[config.mk]
export PLATFORM = sky130hd
export DESIGN_NAME = calendar_clock_with_drift_trim_unit
export DESIGN_NICKNAME = d
export VERILOG_FILES = /design/src/rtl/rtcc_pkg.sv /design/src/rtl/calendar_clock_with_drift_trim_unit.sv
export SDC_FILE = /design/constraint.sdc
export NUM_CORES = 1
export LEC_CHECK = 0
export BUFFER_PORTS_ARGS = -buffer_cell sky130_fd_sc_hd__buf_2
export CAP_MARGIN = 5
export CORE_UTILIZATION = 45
export DETAILED_ROUTE_END_ITERATION = 10
export PLACE_DENSITY = 0.58
export RECOVER_POWER = 25
export SLEW_MARGIN = 10
export SYNTH_ARGS = -nofsm -noshare
export SYNTH_HDL_FRONTEND = slang
export SYNTH_SLANG_ARGS = --single-unit
[constraint.sdc]
create_clock -name clk -period 14.1 [get_ports clk]
set_input_delay 2.82 -clock clk [delete_from_list [all_inputs] [get_ports clk]]
set_output_delay 2.82 -clock clk [all_outputs]
set_load 0.005 [all_outputs]
[src/rtl/rtcc_pkg.sv]
// State type, opcodes, status codes, calendar constants and month_len of the clock.
package rtcc_pkg;

  localparam int SEC_PER_MIN  = 60;
  localparam int SEC_PER_HOUR = 3600;
  localparam int SEC_PER_DAY  = 86400;
  localparam int MS_PER_SEC   = 1000;
  localparam int MS_PER_TENTH = 100;
  localparam int TRIM_UNLOCK  = 5;

  localparam logic [3:0] OP_SAMPLE   = 4'd0;
  localparam logic [3:0] OP_ADD_SEC  = 4'd1;
  localparam logic [3:0] OP_ADD_DAY  = 4'd2;
  localparam logic [3:0] OP_MON_UP   = 4'd3;
  localparam logic [3:0] OP_MON_DN   = 4'd4;
  localparam logic [3:0] OP_YEAR_UP  = 4'd5;
  localparam logic [3:0] OP_YEAR_DN  = 4'd6;
  localparam logic [3:0] OP_ZERO_SEC = 4'd7;
  localparam logic [3:0] OP_LOAD_SEC = 4'd8;
  localparam logic [3:0] OP_LOAD_DAY = 4'd9;

  localparam logic [1:0] ST_NONE     = 2'd0;
  localparam logic [1:0] ST_TENTH    = 2'd1;
  localparam logic [1:0] ST_SECOND   = 2'd2;
  localparam logic [1:0] ST_MIDNIGHT = 2'd3;

  typedef enum logic [3:0] {
    S_IDLE, S_EXEC, S_ADDS, S_HMOD, S_TDIV, S_TAPPLY, S_WRAP, S_SAT,
    S_LMOD, S_BINIT, S_YEAR, S_MON, S_WDAY, S_HOUR, S_MIN, S_OUT
  } rtcc_state_t;

  function automatic logic [4:0] month_len(input logic [3:0] m, input logic leap);
    logic [4:0] len;
    case (m)
      4'd2:    len = leap ? 5'd29 : 5'd28;
      4'd4:    len = 5'd30;
      4'd6:    len = 5'd30;
      4'd9:    len = 5'd30;
      4'd11:   len = 5'd30;
      default: len = 5'd31;
    endcase
    return len;
  endfunction

endpackage

[src/rtl/calendar_clock_with_drift_trim_unit.sv]
// Calendar clock top level: sequencer around one shared accumulator adder.
// One transfer is taken at a time; out_tvalid rises once the hour remainder loops, the
// year walk from BASE_YEAR (at most 179 years at 16 counter bits) and the hour and
// minute split are done. The next input transfer is taken in the cycle after the result
// transfer. Synchronous active-low reset sets 00:00:00 on day 1 and clears the trim.
module calendar_clock_with_drift_trim_unit
  import rtcc_pkg::*;
#(
  parameter int BASE_YEAR      = 2020,
  parameter int DAY_COUNT_BITS = 16
) (
  input  logic        clk,
  input  logic        rst_n,
  input  logic        in_tvalid,
  output logic        in_tready,
  input  logic [55:0] in_tdata,   // now_ms[31:0], amount[49:32], zero fill
  input  logic [3:0]  in_tuser,   // opcode[3:0]
  output logic        out_tvalid,
  input  logic        out_tready,
  output logic [87:0] out_tdata,  // second_of_day, hour, minute, second, day_of_month,
                                  // month_number, year_number, day_of_year, weekday,
                                  // day_count, zero fill
  output logic [1:0]  out_tuser,  // status[1:0]
  input  logic        cfg_wen,
  input  logic [14:0] cfg_wdata
);

  localparam int DCB = DAY_COUNT_BITS;
  localparam int SDW = ((DCB > 17) ? DCB : 17) + 2;
  localparam int AW  = (SDW > 20) ? SDW : 20;
  localparam int YWC = $clog2(BASE_YEAR + (1 << DCB) / 365 + 2);
  localparam int YW  = (YWC > 12) ? YWC : 12;
  localparam int WRS = DCB + 4;
  localparam logic [WRS-1:0] K_W7 = WRS'(((1 << WRS) + 6) / 7);
  localparam int PY  = BASE_YEAR - 1;
  localparam logic BL = (BASE_YEAR % 4 == 0) && ((BASE_YEAR % 100 != 0) ||
                        (BASE_YEAR % 400 == 0));
  localparam logic PL = (PY % 4 == 0) && ((PY % 100 != 0) || (PY % 400 == 0));
  localparam logic signed [AW-1:0] K_HOUR = AW'(SEC_PER_HOUR);
  localparam logic signed [AW-1:0] K_DAY  = AW'(SEC_PER_DAY);
  localparam logic signed [AW-1:0] K_MIN  = AW'(SEC_PER_MIN);
  localparam logic signed [AW-1:0] K_MS   = AW'(MS_PER_SEC);
  localparam logic signed [AW-1:0] K_UNL  = AW'(TRIM_UNLOCK);
  localparam logic signed [AW-1:0] K_ONE  = AW'(1);
  localparam logic signed [AW-1:0] K_DMAX = AW'((1 << DCB) - 1);

  rtcc_state_t state_r, state_nxt;
  logic [3:0] op_r, op_nxt;
  logic [31:0] now_r, now_nxt;
  logic signed [17:0] amt_r, amt_nxt;
  logic signed [14:0] trim_r, trim_nxt;
  logic [31:0] tenth_r, tenth_nxt, smark_r, smark_nxt;
  logic [16:0] sec_r, sec_nxt;
  logic [DCB-1:0] days_r, days_nxt;
  logic locked_r, locked_nxt, leap_r, leap_nxt, pleap_r, pleap_nxt, pass2_r, pass2_nxt;
  logic [YW-1:0] year_r, year_nxt;
  logic [3:0] month_r, month_nxt;
  logic [4:0] day_r, day_nxt;
  logic [8:0] doy_r, doy_nxt;
  logic [1:0] y4_r, y4_nxt;
  logic [6:0] y100_r, y100_nxt;
  logic [8:0] y400_r, y400_nxt;
  logic signed [AW-1:0] acc_r, acc_nxt, opnd, sum;
  logic signed [AW-1:0] s_r, s_nxt;
  logic signed [2:0] q_r, q_nxt;
  logic [4:0] tq_r, tq_nxt;
  logic [1:0] status_r, status_nxt;
  logic [4:0] hour_r, hour_nxt;
  logic [5:0] min_r, min_nxt, second_r, second_nxt;
  logic [2:0] wday_r, wday_nxt;
  logic [DCB:0] wval_r, wval_nxt;
  logic ovalid_r, ovalid_nxt;

  logic signed [AW-1:0] days_ext, amt_ext, trim_mag, tq_s;
  logic [8:0] ylen;
  logic [4:0] mlen;
  logic [1:0] n4;
  logic [6:0] n100;
  logic [8:0] n400;
  logic [2*DCB+4:0] wprod;
  logic [DCB:0] wquo;
  logic [DCB+3:0] wq7, wdiff;
  logic [31:0] dt_tenth, dt_sec, rem32;
  logic [DCB+15:0] dc_ext;

  assign sum      = acc_r + opnd;
  assign days_ext = AW'({1'b0, days_r});
  assign amt_ext  = AW'(amt_r);
  assign trim_mag = trim_r[14] ? -AW'(trim_r) : AW'(trim_r);
  assign tq_s     = trim_r[14] ? -AW'({1'b0, tq_r}) : AW'({1'b0, tq_r});
  assign ylen     = leap_r ? 9'd366 : 9'd365;
  assign mlen     = month_len(month_r, leap_r);
  assign n4       = y4_r + 2'd1;
  assign n100     = (y100_r == 7'd99) ? 7'd0 : y100_r + 7'd1;
  assign n400     = (y400_r == 9'd399) ? 9'd0 : y400_r + 9'd1;
  assign wprod    = (2*DCB+5)'(wval_r) * (2*DCB+5)'(K_W7);
  assign wquo     = wprod[2*DCB+4:WRS];
  assign wq7      = {wquo, 3'b000} - {3'b000, wquo};
  assign wdiff    = {3'b000, wval_r} - wq7;
  assign dt_tenth = now_r - tenth_r;
  assign dt_sec   = now_r - smark_r;
  assign rem32    = 32'(acc_r);
  assign dc_ext   = {16'd0, days_r};

  always_ff @(posedge clk) begin
    if (!rst_n) begin
      state_r  <= S_IDLE;
      trim_r   <= '0;
      tenth_r  <= '0;
      smark_r  <= '0;
      sec_r    <= '0;
      days_r   <= DCB'(1);
      locked_r <= 1'b0;
      year_r   <= YW'(BASE_YEAR);
      month_r  <= 4'd1;
      day_r    <= 5'd1;
      doy_r    <= 9'd1;
      leap_r   <= BL;
      pleap_r  <= PL;
      ovalid_r <= 1'b0;
    end else begin
      state_r  <= state_nxt;
      trim_r   <= trim_nxt;
      tenth_r  <= tenth_nxt;
      smark_r  <= smark_nxt;
      sec_r    <= sec_nxt;
      days_r   <= days_nxt;
      locked_r <= locked_nxt;
      year_r   <= year_nxt;
      month_r  <= month_nxt;
      day_r    <= day_nxt;
      doy_r    <= doy_nxt;
      leap_r   <= leap_nxt;
      pleap_r  <= pleap_nxt;
      ovalid_r <= ovalid_nxt;
    end
  end

  always_ff @(posedge clk) begin
    op_r     <= op_nxt;
    now_r    <= now_nxt;
    amt_r    <= amt_nxt;
    y4_r     <= y4_nxt;
    y100_r   <= y100_nxt;
    y400_r   <= y400_nxt;
    acc_r    <= acc_nxt;
    s_r      <= s_nxt;
    q_r      <= q_nxt;
    tq_r     <= tq_nxt;
    pass2_r  <= pass2_nxt;
    status_r <= status_nxt;
    hour_r   <= hour_nxt;
    min_r    <= min_nxt;
    second_r <= second_nxt;
    wday_r   <= wday_nxt;
    wval_r   <= wval_nxt;
  end

  always_comb begin
    state_nxt  = state_r;
    op_nxt     = op_r;
    now_nxt    = now_r;
    amt_nxt    = amt_r;
    trim_nxt   = cfg_wen ? $signed(cfg_wdata) : trim_r;
    tenth_nxt  = tenth_r;
    smark_nxt  = smark_r;
    sec_nxt    = sec_r;
    days_nxt   = days_r;
    locked_nxt = locked_r;
    year_nxt   = year_r;
    month_nxt  = month_r;
    day_nxt    = day_r;
    doy_nxt    = doy_r;
    leap_nxt   = leap_r;
    pleap_nxt  = pleap_r;
    y4_nxt     = y4_r;
    y100_nxt   = y100_r;
    y400_nxt   = y400_r;
    acc_nxt    = acc_r;
    opnd       = '0;
    s_nxt      = s_r;
    q_nxt      = q_r;
    tq_nxt     = tq_r;
    pass2_nxt  = pass2_r;
    status_nxt = status_r;
    hour_nxt   = hour_r;
    min_nxt    = min_r;
    second_nxt = second_r;
    wday_nxt   = wday_r;
    wval_nxt   = wval_r;
    ovalid_nxt = ovalid_r;
    in_tready  = 1'b0;

    case (state_r)
      S_IDLE: begin
        in_tready = 1'b1;
        if (in_tvalid) begin
          op_nxt    = in_tuser;
          now_nxt   = in_tdata[31:0];
          amt_nxt   = $signed(in_tdata[49:32]);
          state_nxt = S_EXEC;
        end
      end
      S_EXEC: begin
        status_nxt = ST_NONE;
        pass2_nxt  = 1'b0;
        acc_nxt    = AW'({1'b0, sec_r});
        state_nxt  = S_BINIT;
        case (op_r)
          OP_SAMPLE: begin
            if (dt_tenth >= 32'(MS_PER_TENTH)) begin
              tenth_nxt  = tenth_r + 32'(MS_PER_TENTH);
              status_nxt = ST_TENTH;
              if (dt_sec >= 32'(MS_PER_SEC) && !dt_sec[31]) begin
                smark_nxt  = smark_r + 32'(MS_PER_SEC);
                status_nxt = ST_SECOND;
                state_nxt  = S_ADDS;
              end
            end
          end
          OP_ADD_SEC: state_nxt = S_ADDS;
          OP_ADD_DAY: begin
            acc_nxt   = days_ext + amt_ext;
            state_nxt = S_SAT;
          end
          OP_MON_UP: begin
            acc_nxt   = days_ext + AW'(mlen);
            state_nxt = S_SAT;
          end
          OP_MON_DN: begin
            acc_nxt = days_ext - AW'(month_len(month_r - 4'd1, leap_r));
            if (acc_nxt > 0) state_nxt = S_SAT;
          end
          OP_YEAR_UP: begin
            acc_nxt   = days_ext + AW'(ylen);
            state_nxt = S_SAT;
          end
          OP_YEAR_DN: begin
            acc_nxt = days_ext - (pleap_r ? AW'(366) : AW'(365));
            if (acc_nxt > 0) state_nxt = S_SAT;
          end
          OP_LOAD_SEC: begin
            acc_nxt   = amt_ext;
            state_nxt = S_LMOD;
          end
          OP_LOAD_DAY: begin
            acc_nxt   = amt_ext;
            state_nxt = S_SAT;
          end
          default: ;
        endcase
      end
      S_ADDS: begin
        opnd      = (op_r == OP_SAMPLE) ? K_ONE : amt_ext;
        s_nxt     = sum;
        acc_nxt   = sum;
        state_nxt = S_HMOD;
      end
      S_HMOD: begin
        if (acc_r >= K_HOUR) begin
          opnd    = -K_HOUR;
          acc_nxt = sum;
        end else if (acc_r <= -K_HOUR) begin
          opnd    = K_HOUR;
          acc_nxt = sum;
        end else if (!pass2_r && acc_r == '0 && !locked_r) begin
          acc_nxt   = trim_mag;
          tq_nxt    = '0;
          state_nxt = S_TDIV;
        end else begin
          if (!s_r[AW-1] && acc_r == K_UNL) locked_nxt = 1'b0;
          acc_nxt   = s_r;
          q_nxt     = '0;
          state_nxt = S_WRAP;
        end
      end
      S_TDIV: begin
        if (acc_r >= K_MS) begin
          opnd    = -K_MS;
          acc_nxt = sum;
          tq_nxt  = tq_r + 5'd1;
        end else begin
          state_nxt = S_TAPPLY;
        end
      end
      S_TAPPLY: begin
        s_nxt      = s_r + tq_s;
        smark_nxt  = trim_r[14] ? smark_r + rem32 : smark_r - rem32;
        locked_nxt = 1'b1;
        pass2_nxt  = 1'b1;
        acc_nxt    = s_nxt;
        state_nxt  = S_HMOD;
      end
      S_WRAP: begin
        if (acc_r[AW-1]) begin
          opnd    = K_DAY;
          acc_nxt = sum;
          q_nxt   = q_r - 3'sd1;
        end else if (acc_r >= K_DAY) begin
          opnd    = -K_DAY;
          acc_nxt = sum;
          q_nxt   = q_r + 3'sd1;
        end else begin
          sec_nxt = acc_r[16:0];
          if (q_r != '0) begin
            status_nxt = ST_MIDNIGHT;
            acc_nxt    = days_ext + AW'(q_r);
            state_nxt  = S_SAT;
          end else begin
            state_nxt = S_BINIT;
          end
        end
      end
      S_SAT: begin
        if (acc_r < K_ONE) days_nxt = DCB'(1);
        else if (acc_r > K_DMAX) days_nxt = K_DMAX[DCB-1:0];
        else days_nxt = acc_r[DCB-1:0];
        state_nxt = S_BINIT;
      end
      S_LMOD: begin
        if (acc_r[AW-1]) begin
          opnd    = K_DAY;
          acc_nxt = sum;
        end else if (acc_r >= K_DAY) begin
          opnd    = -K_DAY;
          acc_nxt = sum;
        end else begin
          sec_nxt   = acc_r[16:0];
          state_nxt = S_BINIT;
        end
      end
      S_BINIT: begin
        acc_nxt   = days_ext;
        year_nxt  = YW'(BASE_YEAR);
        y4_nxt    = 2'(BASE_YEAR % 4);
        y100_nxt  = 7'(BASE_YEAR % 100);
        y400_nxt  = 9'(BASE_YEAR % 400);
        leap_nxt  = BL;
        pleap_nxt = PL;
        state_nxt = S_YEAR;
      end
      S_YEAR: begin
        if (acc_r > AW'(ylen)) begin
          opnd      = -AW'(ylen);
          acc_nxt   = sum;
          year_nxt  = year_r + YW'(1);
          y4_nxt    = n4;
          y100_nxt  = n100;
          y400_nxt  = n400;
          pleap_nxt = leap_r;
          leap_nxt  = (n4 == 2'd0) && ((n100 != 7'd0) || (n400 == 9'd0));
        end else begin
          doy_nxt   = acc_r[8:0];
          month_nxt = 4'd1;
          state_nxt = S_MON;
        end
      end
      S_MON: begin
        if (month_r < 4'd12 && acc_r > AW'(mlen)) begin
          opnd      = -AW'(mlen);
          acc_nxt   = sum;
          month_nxt = month_r + 4'd1;
        end else begin
          day_nxt   = acc_r[4:0];
          wval_nxt  = {1'b0, days_r} + (DCB+1)'(1);
          state_nxt = S_WDAY;
        end
      end
      S_WDAY: begin
        wday_nxt  = wdiff[2:0];
        acc_nxt   = AW'({1'b0, sec_r});
        hour_nxt  = '0;
        state_nxt = S_HOUR;
      end
      S_HOUR: begin
        if (acc_r >= K_HOUR) begin
          opnd     = -K_HOUR;
          acc_nxt  = sum;
          hour_nxt = hour_r + 5'd1;
        end else begin
          min_nxt   = '0;
          state_nxt = S_MIN;
        end
      end
      S_MIN: begin
        if (acc_r >= K_MIN) begin
          opnd    = -K_MIN;
          acc_nxt = sum;
          min_nxt = min_r + 6'd1;
        end else begin
          second_nxt = acc_r[5:0];
          if (op_r == OP_ZERO_SEC) begin
            sec_nxt    = sec_r - {11'd0, acc_r[5:0]};
            second_nxt = '0;
          end
          ovalid_nxt = 1'b1;
          state_nxt  = S_OUT;
        end
      end
      S_OUT: begin
        if (out_tready) begin
          ovalid_nxt = 1'b0;
          state_nxt  = S_IDLE;
        end
      end
      default: state_nxt = S_IDLE;
    endcase
  end

  assign out_tvalid = ovalid_r;
  assign out_tuser  = status_r;
  assign out_tdata  = {5'd0, dc_ext[15:0], wday_r, doy_r, year_r[11:0], month_r, day_r,
                       second_r, min_r, hour_r, sec_r};

endmodule
==> flow_metrics.py <==
metrics = {
    "worst_setup_path": {
        "startpoint_type": "register",
        "r2r_end": "acc_r[19]",
        "slowest_delay_ns": 1.01,
        "crit_chain": "or3_1 -> nor4_1 -> nand2_1 -> nand2_1 -> nand3_1 -> ha_1 -> a21o_1 -> a21oi_1 -> o21ai_0 -> a311oi_1 -> o21bai_1 -> a2111oi_0 -> o22ai_1 -> o41ai_1 -> xnor2_1 -> nand2_1 -> nand4b_1",
        "crit_arrival_ns": 7.88,
        "worstSetupPathType": "register to register",
        "endpoint": "acc_r[19]",
        "required_ns": 14.41,
        "slowest_stage": "nor4_1",
        "ff2ff_setup_slack_ns": 6.54,
        "crit_path_end_kind": "register",
        "cpMostUsedCell": "nand2_1",
        "r2r_start": "acc_r[16]",
        "worst-r2r-cell-count": 17,
        "cp-startpoint": "acc_r[16]",
        "worst-path-max-fanout": 20,
    },
    "layout": {
        "syn2layout_area_growth_pct": 10.08,
        "multi_input_area_mm2": 0.01975,
        "diodes": 0,
        "layout.nets": 4043,
        "utilization": 0.5041,
        "regArea_mm2": 0.007767,
        "fillers": 6246,
        "drive_gt1_frac": 0.08913,
    },
    "grt": {
        "track_usage": 0.3176,
        "antenna_found_initial": 1,
        "grt-ovfl-total": 0,
        "grt_pass1_wl_um": 162100,
        "grt_pass1_vias": 26635,
        "grt_max_degree": 62,
    },
    "sta": {
        "worst_slack_ns": 6.536,
        "period_needed_ns": 7.564,
        "slew_headroom": -0.0006000,
        "clock_skew_ns": 0.02153,
        "setup_viol": 0,
        "tns_ns": 0,
        "rsz0062_at_grt": "false",
        "maxSlewViolCount": 20,
        "period_share": 0.5365,
        "fmax_mhz": 132.2,
        "worstMarginPinSlew_ns": 1.501,
        "whs_ns": 0.4611,
        "hold_violations": 0,
    },
    "die": {
        "start_util": 0.4580,
        "dieArea_mm2": 0.06557,
        "num_rows": 92,
        "ioPinCount": 172,
        "core_mm2": 0.06343,
        "die_w_um": 256.1,
        "dieHeight_um": 256.1,
    },
    "routing": {
        "drc_errors": 0,
        "via_per_inst": 6.277,
        "routed_wl_um": 107400,
        "vias": 28342,
        "drt_iter0_markers": 2733,
        "first_pass_iters": 8,
        "ant_nets": 0,
        "avgRoutedWirePerCell_um": 23.80,
    },
    "power_and_ir_drop": {
        "p_per_area_mw_per_mm2": 169.8,
        "vdd_drop_max_uv": 110.9,
        "finalPower_mw": 5.430,
        "power_leakage_nw": 13.09,
    },
    "clock_tree": {
        "clkSinkCount": 308,
        "cts_tree": "yes",
        "clockBufferDepth": 3,
        "cts_hold_buf": 0,
        "clk_pin_slew_ns": 0.07,
        "clockRootBuffer": "clkbuf_16",
        "cts_setup_buffers": 0,
        "insertion_delay_ns": 0.59,
        "cts-htree-levels": 2,
        "numCtsBuffers": 41,
        "cts_resized": 0,
    },
    "yosys": {
        "ys_async_sr_fraction": 0,
        "synth_seq_area_share": 0.2674,
        "ys_types": 98,
        "ys.flop_type": "edfxtp_1",
        "yosys_warnings": 0,
        "synthesis.area_mm2": 0.02905,
        "syn-instance-count": 3561,
        "synth-edff-count": 160,
        "syn_area_per_cell_um2": 8.157,
        "ys_ff_latch": 308,
    },
    "placement": {
        "port_buffers": 160,
        "dp_hpwl_um": 82880,
        "post-place-ws_ns": 6.958,
        "place.gp.congestion": 0.9926,
    },
    "worst_hold_path": {
        "min_path_type": "register to register",
    },
    "outcome": {
        "status": "finished with violations",
        "violations": "capacitance limit, slew limit",
    },
    "job": {
        "cap_viol_max_count": 1,
    },
}
-- through the flow --
step	instances	instance area, um2
after global placement	4439	30590
after detailed placement	4439	30590
final	4515	31970
after CTS	4515	32000
after global routing	4515	31970
after floorplan	3565	29060
-- worst min path at each step --
stage	start	endpoint	slack [ns]	depth (start not counted)
after detailed placement	tenth_r[19]	tenth_r[19]	0.46	2
final	tenth_r[19]	tenth_r[19]	0.46	2
after global placement	tenth_r[19]	tenth_r[19]	0.44	2
after CTS	tenth_r[19]	tenth_r[19]	0.47	2
after floorplan	tenth_r[19]	tenth_r[19]	0.43	2
after global routing	tenth_r[19]	tenth_r[19]	0.49	2
-- synthesized netlist by cell type (27+ instances only) --
cell type / count / area share
nand2_1: 360 / 0.047
nor2_1: 334 / 0.043
ha_1: 271 / 0.12
a21oi_1: 254 / 0.044
inv_1: 223 / 0.029
o21ai_0: 181 / 0.031
edfxtp_1: 160 / 0.17
xnor2_1: 151 / 0.046
dfxtp_1: 148 / 0.10
clkbuf_1: 145 / 0.019
nand3_1: 108 / 0.019
xor2_1: 104 / 0.031
nor3_1: 89 / 0.015
a21o_1: 69 / 0.018
fa_1: 56 / 0.039
mux2i_1: 49 / 0.017
nand2b_1: 48 / 0.010
nand4_1: 46 / 0.0099
o211ai_1: 41 / 0.011
and3_1: 40 / 0.0086
nor4_1: 40 / 0.0086
o21a_1: 40 / 0.010
a31oi_1: 39 / 0.0084
a211oi_1: 38 / 0.0098
a221oi_1: 35 / 0.011
nor2b_1: 35 / 0.0075
o22ai_1: 29 / 0.0062
or3_1: 28 / 0.0060
o31ai_1: 27 / 0.0070
-- worst max-delay path: cells and delay by family, from the launching register on --
| family | cells | cell delay [ns] |
|---|---|---|
| AO/OA/AOI/OAI | 8 | 2.85 |
| XOR/XNOR | 1 | 0.18 |
| adder cells (fa/ha/maj) | 1 | 0.35 |
| flip-flops | 1 | 0.59 |
| AND/OR/NAND/NOR | 7 | 3.30 |
-- registers in the layout, summed over array words and instances, names as in the netlist, 4 cells and up --
register  flops
s_r          20
now_r        32
trim_r       15
acc_r        20
second_r      6
y400_r        9
tq_r          5
days_r       16
wval_r       17
tenth_r      30
sec_r        17
state_r       4
hour_r        5
smark_r      32
amt_r        18
day_r         5
year_r       12
doy_r         9
y100_r        7
op_r          4
min_r         6
month_r       4
-- routing by layer --
layer / up-vias / GRT usage / share of wire
li1: 13147 / - / -
met4: 0 / 0.08982 / 0.026
met5: - / 0 / 0
met3: 169 / 0.06615 / 0.099
met1: 13651 / 0.4566 / 0.45
met2: 1375 / 0.4764 / 0.43
-- kinds of logic (layout without fill, tap and decap cells) --
kind of cell,Yosys count,count (layout),share of synthesized area
muxes,57,57,0.02037
AOI/OAI and AO/OA,958,958,0.2190
buffers and inverters,408,512,0.05475
other,1,5,0.0001291
DFF,308,308,0.2674
xor gates and xnor gates,255,255,0.07689
adders and majority gates,329,329,0.1560
and+or+nand+nor,1245,1245,0.2055
-- placed cells by master (no fill, tap or decap), types with 43 or more instances in the layout --
master	instances
inv_1	223
a21oi_1	254
nand2_1	359
xnor2_1	151
buf_2	160
fa_1	56
nand4_1	46
a21o_1	69
ha_1	271
o21ai_0	180
clkbuf_16	43
xor2_1	104
nor3_1	88
dfxtp_1	148
mux2i_1	49
nand3_1	108
nor2_1	334
nand2b_1	48
edfxtp_1	160
-- final cells by class --
type / instances / share of cell area
clock inverter: 24 / 0.007905
multi-input combinational: 2849 / 0.6177
inverter: 229 / 0.02696
tap: 846 / 0.03311
sequential: 308 / 0.2429
clock buffer: 52 / 0.03596
timing repair buffer: 207 / 0.03538
-- report_power, final --
| part | internal (mW) | switching [mW] | leakage, nW |
|---|---|---|---|
| Sequential | 1.17 | 0.263 | 2.67 |
| Combinational | 1.03 | 1.87 | 9.75 |
| Clock | 0.641 | 0.463 | 0.668 |
| Total | 2.83 | 2.60 | 13.1 |
No activity file was read; power rests on OpenSTA's default activity.
